===== src/design/mh64_pkg.sv =====
`timescale 1ns / 1ps
// ----------------------------------------------------------------------------
// mh64_pkg
// shared types, constants and command codes of the 64-bit murmur hash block
// ----------------------------------------------------------------------------
package mh64_pkg;

    localparam logic [63:0] MIX_MULT  = 64'hc6a4a7935bd1e995;
    localparam int          MIX_SHIFT = 47;

    typedef struct packed {
        logic [30:0] key_length;
        logic [63:0] data_word;
        logic [3:0]  byte_count;
        logic        first_word;
        logic        last_word;
    } in_item_t;

    typedef struct packed {
        logic [63:0] hash_value;
        logic        bad_framing;
    } out_item_t;

    // multiplier operand select
    localparam logic [1:0] OP_LEN = 2'd0;
    localparam logic [1:0] OP_K   = 2'd1;
    localparam logic [1:0] OP_HK  = 2'd2;
    localparam logic [1:0] OP_FIN = 2'd3;

    // product write-back select
    localparam logic [2:0] WR_NONE   = 3'd0;
    localparam logic [2:0] WR_H_SEED = 3'd1;
    localparam logic [2:0] WR_K_MIX  = 3'd2;
    localparam logic [2:0] WR_K      = 3'd3;
    localparam logic [2:0] WR_H      = 3'd4;
    localparam logic [2:0] WR_OUT    = 3'd5;

    typedef struct packed {
        logic       capture;
        logic       mul_load;
        logic [1:0] mul_sel;
        logic [2:0] wr_sel;
    } dp_cmd_t;

    typedef struct packed {
        logic new_first;
        logic new_last;
        logic new_full;
        logic new_part;
        logic cur_last;
        logic cur_full;
        logic cur_part;
        logic out_free;
    } dp_status_t;

endpackage


===== src/design/murmur_hash_64a.sv =====
`timescale 1ns / 1ps
// ----------------------------------------------------------------------------
// murmur_hash_64a
// streaming 64-bit murmur hash (64a variant) over little-endian key words
// ----------------------------------------------------------------------------
// timing: an item is captured while the sequencer is idle, then its multiply
//   passes run in turn on the single shared registered multiplier: seed start for
//   a first word, two key mixes and a hash update for a full word, one hash update
//   for a partial word, finalisation for a last word, which also waits while an
//   earlier hash sits stalled in the result register
// a new item is taken only once the previous one has finished all its passes
// the result register frees the input side while a hash waits to be taken
// reset (rst_n low, asynchronous): seed, running hash and framing flag clear,
//   sequencer to idle, no result pending
module murmur_hash_64a (
    input  logic                clk,
    input  logic                rst_n,
    // input items
    input  logic                in_valid,
    output logic                in_stall,
    input  mh64_pkg::in_item_t  in_data,
    // result items
    output logic                out_valid,
    input  logic                out_stall,
    output mh64_pkg::out_item_t out_data,
    // seed register write
    input  logic                cfg_valid,
    output logic                cfg_ready,
    input  logic [31:0]         cfg_data
);
    import mh64_pkg::*;

    dp_cmd_t    cmd;
    dp_status_t status;

    // seed is taken whenever offered
    assign cfg_ready = 1'b1;

    // sequencer: decides which multiply pass runs next from the item flags
    mh64_ctrl u_ctrl (
        .clk      (clk),
        .rst_n    (rst_n),
        .in_valid (in_valid),
        .in_stall (in_stall),
        .status   (status),
        .cmd      (cmd)
    );

    // datapath: hash state, mix temp, shared multiplier and result register
    mh64_datapath u_dp (
        .clk       (clk),
        .rst_n     (rst_n),
        .in_data   (in_data),
        .cfg_valid (cfg_valid),
        .cfg_data  (cfg_data),
        .cmd       (cmd),
        .status    (status),
        .out_valid (out_valid),
        .out_stall (out_stall),
        .out_data  (out_data)
    );

endmodule


===== src/design/mh64_mult.sv =====
`timescale 1ns / 1ps
// ----------------------------------------------------------------------------
// mh64_mult
// registered multiply by the mix constant modulo 2^64, from 32x32 partial products
// ----------------------------------------------------------------------------
module mh64_mult (
    input  logic        clk,
    input  logic        load,
    input  logic [63:0] operand,
    output logic [63:0] product
);
    import mh64_pkg::*;

    localparam logic [31:0] MULT_LO = MIX_MULT[31:0];
    localparam logic [31:0] MULT_HI = MIX_MULT[63:32];

    logic [63:0] p_ll_reg;
    logic [31:0] p_hl_reg;
    logic [31:0] p_lh_reg;
    logic [63:0] p_ll_next;
    logic [63:0] p_hl_full;
    logic [63:0] p_lh_full;
    logic [31:0] cross_sum;

    always_comb
    begin
        p_ll_next = operand[31:0] * MULT_LO;
        p_hl_full = operand[63:32] * MULT_LO;
        p_lh_full = operand[31:0] * MULT_HI;
    end

    always_ff @(posedge clk)
    begin
        if (load)
        begin
            p_ll_reg <= p_ll_next;
            p_hl_reg <= p_hl_full[31:0];
            p_lh_reg <= p_lh_full[31:0];
        end
    end

    assign cross_sum = p_hl_reg + p_lh_reg;
    assign product   = p_ll_reg + {cross_sum, 32'd0};

endmodule


===== src/design/mh64_datapath.sv =====
`timescale 1ns / 1ps
// ----------------------------------------------------------------------------
// mh64_datapath
// item capture, hash and mix registers, shared multiplier and result register
// ----------------------------------------------------------------------------
module mh64_datapath (
    input  logic                clk,
    input  logic                rst_n,
    input  mh64_pkg::in_item_t  in_data,
    input  logic                cfg_valid,
    input  logic [31:0]         cfg_data,
    input  mh64_pkg::dp_cmd_t   cmd,
    output mh64_pkg::dp_status_t status,
    output logic                out_valid,
    input  logic                out_stall,
    output mh64_pkg::out_item_t out_data
);
    import mh64_pkg::*;

    logic [31:0] seed_reg;
    logic [63:0] h_reg, h_next;
    logic [63:0] k_reg, k_next;
    logic        err_reg, err_next;
    logic [30:0] len_reg;
    logic        last_reg, full_reg, part_reg;
    logic        out_valid_reg, out_valid_next;
    out_item_t   out_reg;

    logic        new_full, new_part;
    logic [63:0] byte_mask;
    logic [63:0] mul_operand;
    logic [63:0] product;
    logic [63:0] product_mix;
    logic [63:0] h_fold;

    assign new_full = in_data.byte_count[3];
    assign new_part = !in_data.byte_count[3] && (in_data.byte_count != 4'd0);

    // keep byte i when i is below the byte count
    always_comb
    begin
        for (int i = 0; i < 8; i++)
        begin
            byte_mask[i*8 +: 8] = (new_full || (4'(i) < in_data.byte_count)) ? 8'hff : 8'h00;
        end
    end

    assign h_fold = h_reg ^ (h_reg >> MIX_SHIFT);

    always_comb
    begin
        case (cmd.mul_sel)
            OP_LEN:  mul_operand = {33'd0, len_reg};
            OP_K:    mul_operand = k_reg;
            OP_HK:   mul_operand = h_reg ^ k_reg;
            OP_FIN:  mul_operand = h_fold;
            default: mul_operand = k_reg;
        endcase
    end

    mh64_mult u_mult (
        .clk     (clk),
        .load    (cmd.mul_load),
        .operand (mul_operand),
        .product (product)
    );

    assign product_mix = product ^ (product >> MIX_SHIFT);

    always_comb
    begin
        h_next   = h_reg;
        k_next   = k_reg;
        err_next = err_reg;
        if (cmd.capture)
        begin
            k_next   = in_data.data_word & byte_mask;
            err_next = (in_data.first_word ? 1'b0 : err_reg)
                     | (!new_full && !in_data.last_word);
        end
        case (cmd.wr_sel)
            WR_H_SEED: h_next = {32'd0, seed_reg} ^ product;
            WR_K_MIX:  k_next = product_mix;
            WR_K:      k_next = product;
            WR_H:      h_next = product;
            default:   ;
        endcase
    end

    always_comb
    begin
        out_valid_next = out_valid_reg && out_stall;
        if (cmd.wr_sel == WR_OUT)
        begin
            out_valid_next = 1'b1;
        end
    end

    always_ff @(posedge clk or negedge rst_n)
    begin
        if (!rst_n)
        begin
            seed_reg      <= 32'd0;
            h_reg         <= 64'd0;
            err_reg       <= 1'b0;
            out_valid_reg <= 1'b0;
        end
        else
        begin
            if (cfg_valid)
            begin
                seed_reg <= cfg_data;
            end
            h_reg         <= h_next;
            err_reg       <= err_next;
            out_valid_reg <= out_valid_next;
        end
    end

    always_ff @(posedge clk)
    begin
        k_reg <= k_next;
        if (cmd.capture)
        begin
            len_reg   <= in_data.key_length;
            last_reg  <= in_data.last_word;
            full_reg  <= new_full;
            part_reg  <= new_part;
        end
        if (cmd.wr_sel == WR_OUT)
        begin
            out_reg.hash_value  <= product_mix;
            out_reg.bad_framing <= err_reg;
        end
    end

    always_comb
    begin
        status.new_first = in_data.first_word;
        status.new_last  = in_data.last_word;
        status.new_full  = new_full;
        status.new_part  = new_part;
        status.cur_last  = last_reg;
        status.cur_full  = full_reg;
        status.cur_part  = part_reg;
        status.out_free  = !out_valid_reg || !out_stall;
    end

    assign out_valid = out_valid_reg;
    assign out_data  = out_reg;

endmodule


===== src/design/mh64_ctrl.sv =====
`timescale 1ns / 1ps
// ----------------------------------------------------------------------------
// mh64_ctrl
// sequencer that steps one item through the shared multiplier
// ----------------------------------------------------------------------------
module mh64_ctrl (
    input  logic                 clk,
    input  logic                 rst_n,
    input  logic                 in_valid,
    output logic                 in_stall,
    input  mh64_pkg::dp_status_t status,
    output mh64_pkg::dp_cmd_t    cmd
);
    import mh64_pkg::*;

    localparam logic [3:0] S_IDLE  = 4'd0;
    localparam logic [3:0] S_LEN_P = 4'd1;
    localparam logic [3:0] S_LEN_S = 4'd2;
    localparam logic [3:0] S_K1_P  = 4'd3;
    localparam logic [3:0] S_K1_S  = 4'd4;
    localparam logic [3:0] S_K2_P  = 4'd5;
    localparam logic [3:0] S_K2_S  = 4'd6;
    localparam logic [3:0] S_H_P   = 4'd7;
    localparam logic [3:0] S_H_S   = 4'd8;
    localparam logic [3:0] S_F_P   = 4'd9;
    localparam logic [3:0] S_F_S   = 4'd10;

    logic [3:0] state_reg, state_next;
    logic [3:0] after_h_cur, after_len_cur;
    logic [3:0] after_h_new, after_len_new, after_cap;

    assign after_h_cur   = status.cur_last ? S_F_P : S_IDLE;
    assign after_len_cur = status.cur_full ? S_K1_P : (status.cur_part ? S_H_P : after_h_cur);
    assign after_h_new   = status.new_last ? S_F_P : S_IDLE;
    assign after_len_new = status.new_full ? S_K1_P : (status.new_part ? S_H_P : after_h_new);
    assign after_cap     = status.new_first ? S_LEN_P : after_len_new;

    always_comb
    begin
        state_next   = state_reg;
        cmd.capture  = 1'b0;
        cmd.mul_load = 1'b0;
        cmd.mul_sel  = OP_K;
        cmd.wr_sel   = WR_NONE;
        case (state_reg)
            S_IDLE:
            begin
                if (in_valid)
                begin
                    cmd.capture = 1'b1;
                    state_next  = after_cap;
                end
            end
            S_LEN_P:
            begin
                cmd.mul_load = 1'b1;
                cmd.mul_sel  = OP_LEN;
                state_next   = S_LEN_S;
            end
            S_LEN_S:
            begin
                cmd.wr_sel = WR_H_SEED;
                state_next = after_len_cur;
            end
            S_K1_P:
            begin
                cmd.mul_load = 1'b1;
                cmd.mul_sel  = OP_K;
                state_next   = S_K1_S;
            end
            S_K1_S:
            begin
                cmd.wr_sel = WR_K_MIX;
                state_next = S_K2_P;
            end
            S_K2_P:
            begin
                cmd.mul_load = 1'b1;
                cmd.mul_sel  = OP_K;
                state_next   = S_K2_S;
            end
            S_K2_S:
            begin
                cmd.wr_sel = WR_K;
                state_next = S_H_P;
            end
            S_H_P:
            begin
                cmd.mul_load = 1'b1;
                cmd.mul_sel  = OP_HK;
                state_next   = S_H_S;
            end
            S_H_S:
            begin
                cmd.wr_sel = WR_H;
                state_next = after_h_cur;
            end
            S_F_P:
            begin
                cmd.mul_load = 1'b1;
                cmd.mul_sel  = OP_FIN;
                state_next   = S_F_S;
            end
            S_F_S:
            begin
                if (status.out_free)
                begin
                    cmd.wr_sel = WR_OUT;
                    state_next = S_IDLE;
                end
            end
            default:
            begin
                state_next = S_IDLE;
            end
        endcase
    end

    always_ff @(posedge clk or negedge rst_n)
    begin
        if (!rst_n)
        begin
            state_reg <= S_IDLE;
        end
        else
        begin
            state_reg <= state_next;
        end
    end

    assign in_stall = (state_reg != S_IDLE);

endmodule


===== config.mk =====
export PLATFORM = sky130hd
export DESIGN_NAME = murmur_hash_64a
export DESIGN_NICKNAME = d
export VERILOG_FILES = /design/src/design/mh64_pkg.sv /design/src/design/murmur_hash_64a.sv /design/src/design/mh64_mult.sv /design/src/design/mh64_datapath.sv /design/src/design/mh64_ctrl.sv
export SDC_FILE = /design/constraint.sdc
export NUM_CORES = 2
export LEC_CHECK = 0
export BUFFER_PORTS_ARGS = -buffer_cell sky130_fd_sc_hd__buf_2
export CORE_ASPECT_RATIO = 0.8
export CORE_MARGIN = 1.5
export CORE_UTILIZATION = 55
export DETAILED_ROUTE_END_ITERATION = 8
export GPL_ROUTABILITY_DRIVEN = 0
export GPL_TIMING_DRIVEN = 0
export PLACE_DENSITY = 0.75
export SLEW_MARGIN = 20
export SYNTH_ARGS = -nofsm -noshare
export SYNTH_HDL_FRONTEND = slang
export SYNTH_SLANG_ARGS = --single-unit
export TNS_END_PERCENT = 1

===== constraint.sdc =====
create_clock -name clk -period 10.24 [get_ports clk]
set_input_delay 2.048 -clock clk [delete_from_list [all_inputs] [get_ports clk]]
set_output_delay 2.048 -clock clk [all_outputs]
set_load 0.01 [all_outputs]

; Word level (Yosys, flattened, before mapping)
; Index checks and enable logic that the tools add are counted.
[op_classes]
mux = 29
n_eq_ne = 20
mul = 3
n_addsub = 2
reduce_logical = 24
n_lt_le_gt_ge = 8
bitwise_logic = 6
[op_table]
columns = operator, n
row1 = 64-bit one-hot mux with 2 select lines, 2
row2 = 64-bit one-hot mux with 4 select lines, 1
row3 = 64-bit by 17-bit bitwise XOR with 64-bit output, 2
row4 = 63-bit by 64-bit adder with 64-bit output, 1
row5 = 64-bit bitwise AND, 1
row6 = "32-bit by 31-bit multiplier with 32-bit output, second input constant", 2
row7 = 64-bit two-way mux, 1
row8 = 8-bit two-way mux, 8
row9 = 32-bit by 64-bit bitwise XOR with 64-bit output, 1
row10 = 64-bit bitwise XOR, 1
row11 = "32-bit by 31-bit multiplier with 63-bit output, second input constant", 1
row12 = 4-bit one-hot mux with 11 select lines, 1
row13 = 4-bit two-way mux, 9
row14 = 32-bit adder, 1
row15 = "4-bit by 3-bit equality test with 1-bit output, second input constant", 4
row16 = "3-bit by 4-bit less-than comparator with 1-bit output, first input constant", 4
row17 = 3-bit one-hot mux with 5 select lines, 1
row18 = "4-bit equality test, second input constant", 3
row19 = 3-bit one-hot mux with 4 select lines, 1
row20 = 1-bit logical OR, 9
row21 = "4-bit by 2-bit equality test with 1-bit output, second input constant", 2
row22 = "1-bit by 4-bit less-than comparator with 1-bit output, first input constant", 2
row23 = "2-bit by 4-bit less-than comparator with 1-bit output, first input constant", 2
row24 = 4-bit nonzero test, 2
row25 = 18 further kinds, 30
[totals]
output_inout_bits = 68
register_bits = 392
word_cells = 107
in_bits = 138

; Longest topological paths before layout
[depth]
depth_word = 7
ltp_mapped = 37
ltp_nobuf = 32

; By module
; Synthesis repeated with hierarchy kept, for this count alone.
[hier_totals]
cells_unflattened = 5146
hier_area_um2 = 55253.0
[modules_own_cells]
columns = module, n_inst, cells_per_inst, seq_area_each_um2, area_each_um2
row1 = mh64_mult, 1, 4052, 3783.6, 41483.5
row2 = mh64_datapath, 1, 1030, 7347.0, 13300.3
row3 = mh64_ctrl, 1, 62, 100.1, 457.9
row4 = murmur_hash_64a, 1, 2, 0.0, 11.3

; Least setup slack after synthesis
; Ideal clock, no wire load.
[synth_path]
path_kind = register -> register
from = reg u_ctrl.state_reg[0]
to = reg u_dp.u_mult.p_hl_reg[0], enable pin
path_stages_with_launch = 5
t_arrival_ns = 10.270
n_path_buf = 3
setup_ns = 0.803
synth_period_minus_slack_ns = 11.073
t_required_ns = 9.437
setup_slack_ns = -0.833
path_cell_list = dfrtp_1 -> clkbuf_1 -> clkbuf_1 -> clkbuf_1 -> a21boi_0
[synth_rtl]
columns = item, line_no
row1 = "start, declared", mh64_ctrl.sv:28  ; logic [3:0] state_reg, state_next;
row2 = "start signal, assigned", mh64_ctrl.sv:127  ; state_reg <= state_next;
row3 = "end signal, assigned", mh64_mult.sv:37  ; p_hl_reg <= p_hl_full[31:0];
row4 = "end, declared", mh64_mult.sv:18  ; logic [31:0] p_hl_reg;

; Final worst setup path
[layout_path]
from = reg u_ctrl.state_reg[1]
to = reg u_dp.u_mult.p_ll_reg[62] (data pin)
[layout_via]
elab_chain_cells = 6
elab_cells_between_ends = 13
classes_between = mul: 1 / eq/ne: 8 / mux: 2 / reduce/logical: 2
[layout_lines]
columns = item, line_no
row1 = 4-bit by 2-bit equality test with 1-bit output / 4-bit by 3-bit equality test with 1-bit output (equally long branches), mh64_ctrl.sv:45  ; case (state_reg)
row2 = 2-bit OR reduction (no line), --
row3 = 3-bit one-hot mux with 4 select lines *, mh64_ctrl.sv:45
row4 = "2-bit equality test, or another cell as far along", mh64_datapath.sv:52  ; case (cmd.mul_sel)
row5 = 64-bit one-hot mux with 4 select lines *, mh64_datapath.sv:52
row6 = via u_dp.mul_operand[1], mh64_datapath.sv:31  ; logic [63:0] mul_operand;
row7 = 32-bit by 31-bit multiplier with 63-bit output *, mh64_mult.sv:27  ; p_ll_next = operand[31:0] * MULT_LO;
row8 = via u_dp.u_mult.p_ll_next[62], mh64_mult.sv:20  ; logic [63:0] p_ll_next;
row9 = "end signal, assigned", mh64_mult.sv:36  ; p_ll_reg <= p_ll_next;
row10 = "end, declared", mh64_mult.sv:17  ; logic [63:0] p_ll_reg;
; Mark *: on every way through the listed nets, which the timed path passes. The rest lies on a longest branch.
; A chain may end at the register's enable or synchronous reset.

==> results.py <==
metrics = {
    "clock_network": {
        "cts_tree": "done",
        "htreeDepth": 2,
        "cts_root_buffer": "clkbuf_16",
        "hold_buffers": 0,
        "clock_path_buffers": 3,
        "cts.clk_slew.worst_paths_ns": 0.07,
        "cts_sinks": 391,
        "cts_buffers": 42,
        "clk_latency_ns": 0.63,
    },
    "timing": {
        "max-slew-margin-rel_pct": 19.23,
        "finClkSkew_ns": 0.04443,
        "timing.fmax_ghz": 0.09899,
        "final-hold-violation-count": 0,
        "final-setup-viol-count": 0,
        "slew_viol_final": 0,
        "tightest_slew_ns": 1.212,
        "period_needed_ns": 10.10,
        "finalCritPeriodShare_pct": 98.65,
    },
    "floorplanning": {
        "row_count": 102,
        "io_pins": 206,
        "die_y_microns": 283.4,
        "fp.dieArea_sq_mm": 0.1002,
        "core_area_sq_mm": 0.09712,
        "dieWidth_microns": 353.5,
        "initial_utilization_pct": 55.66,
    },
    "synthesis": {
        "ys_types": 84,
        "synth_seq_area_share_pct": 20.77,
        "ys_ff_latch": 391,
        "yosys.area.top_type": "fa_1",
        "synth.avg_cell_area_sq_um": 10.33,
        "yosysTopAreaCellShare_pct": 28.25,
        "synthTopCellsByCount": "1,274 x inv_1, 872 x ha_1, 763 x fa_1",
        "synth_ff_type": "edfxtp_1",
        "netlist_area_sq_mm": 0.05406,
        "synth-edff-count": 289,
        "synth_nets": 7005,
        "yosysWarningCount": 0,
        "synth_cells": 5232,
        "synthMostInstantiatedCell": "inv_1",
        "synthTopCellsByArea": "fa_1 28%, ha_1 20%, edfxtp_1 16%, inv_1 8.8%, dfrtp_1 4.7%",
        "synthArstFlopShare_pct": 26.09,
    },
    "worst_setup_path": {
        "r2r_slack_ns": 0.14,
        "reg2regPathDepth": 34,
        "crit_path_end": "u_dp.u_mult.p_ll_reg[62]$_DFFE_PP_",
        "end_kind": "flop",
        "cp_slowest_stage_delay_ns": 0.57,
        "crit_fanout": 16,
        "critical_path_class": "reg -> reg",
        "cp_common_cell": "fa_1",
        "cp_top_family": "adder cells",
        "startpoint": "u_ctrl.state_reg[1]$_DFFE_PN0P_",
        "cp.depth": 34,
        "reg2reg_to": "u_dp.u_mult.p_ll_reg[62]$_DFFE_PP_",
        "cpMaxStageDelayCell": "fa_1",
        "start_kind": "flop",
        "worstPathArrival_ns": 10.46,
        "critPathBufInv": 11,
        "required_ns": 10.60,
        "r2r_start": "u_ctrl.state_reg[1]$_DFFE_PN0P_",
    },
    "routing": {
        "viasPerCell": 5.968,
        "vias": 41100,
        "top_layer": "met5",
        "postRouteAntennaNets": 0,
        "drtIter0Drc": 4357,
        "routed_wl_mm": 167.0,
        "met3_length_mm": 22.43,
        "routedWlPerCell_microns": 24.25,
        "post-route-drc-count": 0,
        "dr.pass1.iters": 8,
        "wl_met2_mm": 70.84,
        "wl_met1_mm": 64.53,
    },
    "final_layout": {
        "nets": 7324,
        "largest_register_ff_count": 65,
        "fin_cells": 6886,
        "utilization_pct": 61.30,
        "layout-drive-gt1-share_pct": 8.738,
        "syn_to_final_growth_pct": 10.12,
        "stdcell_area_sq_mm": 0.05953,
    },
    "global_routing": {
        "antenna_found_initial": 8,
        "grt_max_degree": 58,
        "grt_pass1_wl_mm": 250.0,
        "groute.usage.overall_pct": 33.45,
        "gr-total-overflow": 0,
        "grt_pass1_vias": 41800,
    },
    "placed_design": {
        "hpwl_mm": 140.1,
        "io_buffers": 203,
        "place_inst": 6777,
        "placed_area_sq_mm": 0.05753,
    },
    "flow_run": {
        "cap_viol_max_count": 0,
    },
    "worst_hold_path": {
        "hp-class": "reg -> reg",
    },
    "status": {
        "outcome": "completed",
    },
}
==> stage by stage <==
stage	setup TNS, ns	setup slack, ns	hold WS [ns]
6_report	0	0.1378	0.4663
5_1_grt	-0.009622	-0.009622	0.4768
4_1_cts	0	0.01942	0.4628
3_5_place_dp	-41.01	-2.365	0.4485
3_3_place_gp	-394.71	-8.014	0.4330
2_1_floorplan	-0.2015	-0.2015	0.4248
==> layout make-up <==
cell class / instances / area (sq um)
repair buffers: 276 / 1901
clock buffers: 46 / 1066
multi-input cells: 3470 / 38120
fillers: 7713 / 37590
inverters: 1274 / 4790
clock inverters: 32 / 390.4
flip-flops and latches: 391 / 11230
plain buffers: 96 / 407.9
well taps: 1300 / 1627
diodes: 1 / 2.502
==> worst reg2reg max path: cells and delay by family, from the launching register on <==
kind | cells | cell delay, ns
simple gates | 4 | 0.91
buf+inv | 11 | 1.99
compound gates | 10 | 2.28
flops | 1 | 0.37
fa+ha+maj | 9 | 4.31
==> layout by cell type (no fill, tap or decap), types with 13 or more instances in the layout <==
master	netlist	layout
buf_4	1	38
nor2_1	166	162
o21ai_1	14	14
nor3b_1	35	34
nand4_1	14	14
inv_1	1274	1271
a22o_1	64	64
buf_16	0	13
nor2b_1	19	19
ha_1	872	869
dfrtp_1	102	101
xor2_1	56	55
o21ai_0	271	269
a211oi_1	24	21
fa_1	763	763
o21bai_1	25	25
mux2_2	33	33
nand3_1	65	64
clkbuf_1	83	72
a21o_1	74	74
buf_2	4	214
nand2_1	201	200
or3_1	15	15
a21oi_1	185	182
a31oi_1	26	23
nor3_1	46	44
and3_1	21	21
clkbuf_16	0	42
xnor2_1	189	187
nand2b_1	36	36
o22ai_1	29	29
edfxtp_1	289	289
o21a_1	35	34
==> worst min path at each step <==
stage | depth (start not counted) | end | start
3_3_place_gp | 0 | u_dp.out_data[0]$_DFFE_PP_ | u_dp.err_reg$_DFFE_PN0P_
3_5_place_dp | 0 | u_dp.out_data[0]$_DFFE_PP_ | u_dp.err_reg$_DFFE_PN0P_
6_report | 0 | u_dp.out_data[0]$_DFFE_PP_ | u_dp.err_reg$_DFFE_PN0P_
5_1_grt | 0 | u_dp.out_data[0]$_DFFE_PP_ | u_dp.err_reg$_DFFE_PN0P_
2_1_floorplan | 0 | u_dp.out_data[0]$_DFFE_PP_ | u_dp.err_reg$_DFFE_PN0P_
4_1_cts | 0 | u_dp.out_data[0]$_DFFE_PP_ | u_dp.err_reg$_DFFE_PN0P_
==> layer usage <==
| layer | track usage, % | up-vias |
|---|---|---|
| met5 | 0 | - |
| met4 | 15.35 | 6 |
| met3 | 10.30 | 518 |
| met2 | 49.22 | 2479 |
| met1 | 45.32 | 20330 |
| li1 | - | 17760 |
==> cells by family after synthesis <==
logic type | synth area share (%)
adder cells (fa/ha/maj) | 48.44
buffers and inverters | 9.536
AO/OA/AOI/OAI | 10.40
AND/OR/NAND/NOR | 6.173
flip-flops | 20.77
XOR/XNOR | 3.969
multiplexers | 0.7059
other | 0.006937
==> repair_timing <==
action / CTS / global route
buffers inserted: 4 / 27
resized for setup: 47 / 44
pin swaps: 5 / 12
endpoints found under the setup margin: 45 / 19
Power is not shown: default switching activity piles up to over one toggle a cycle in this logic, so the estimate is an artifact.
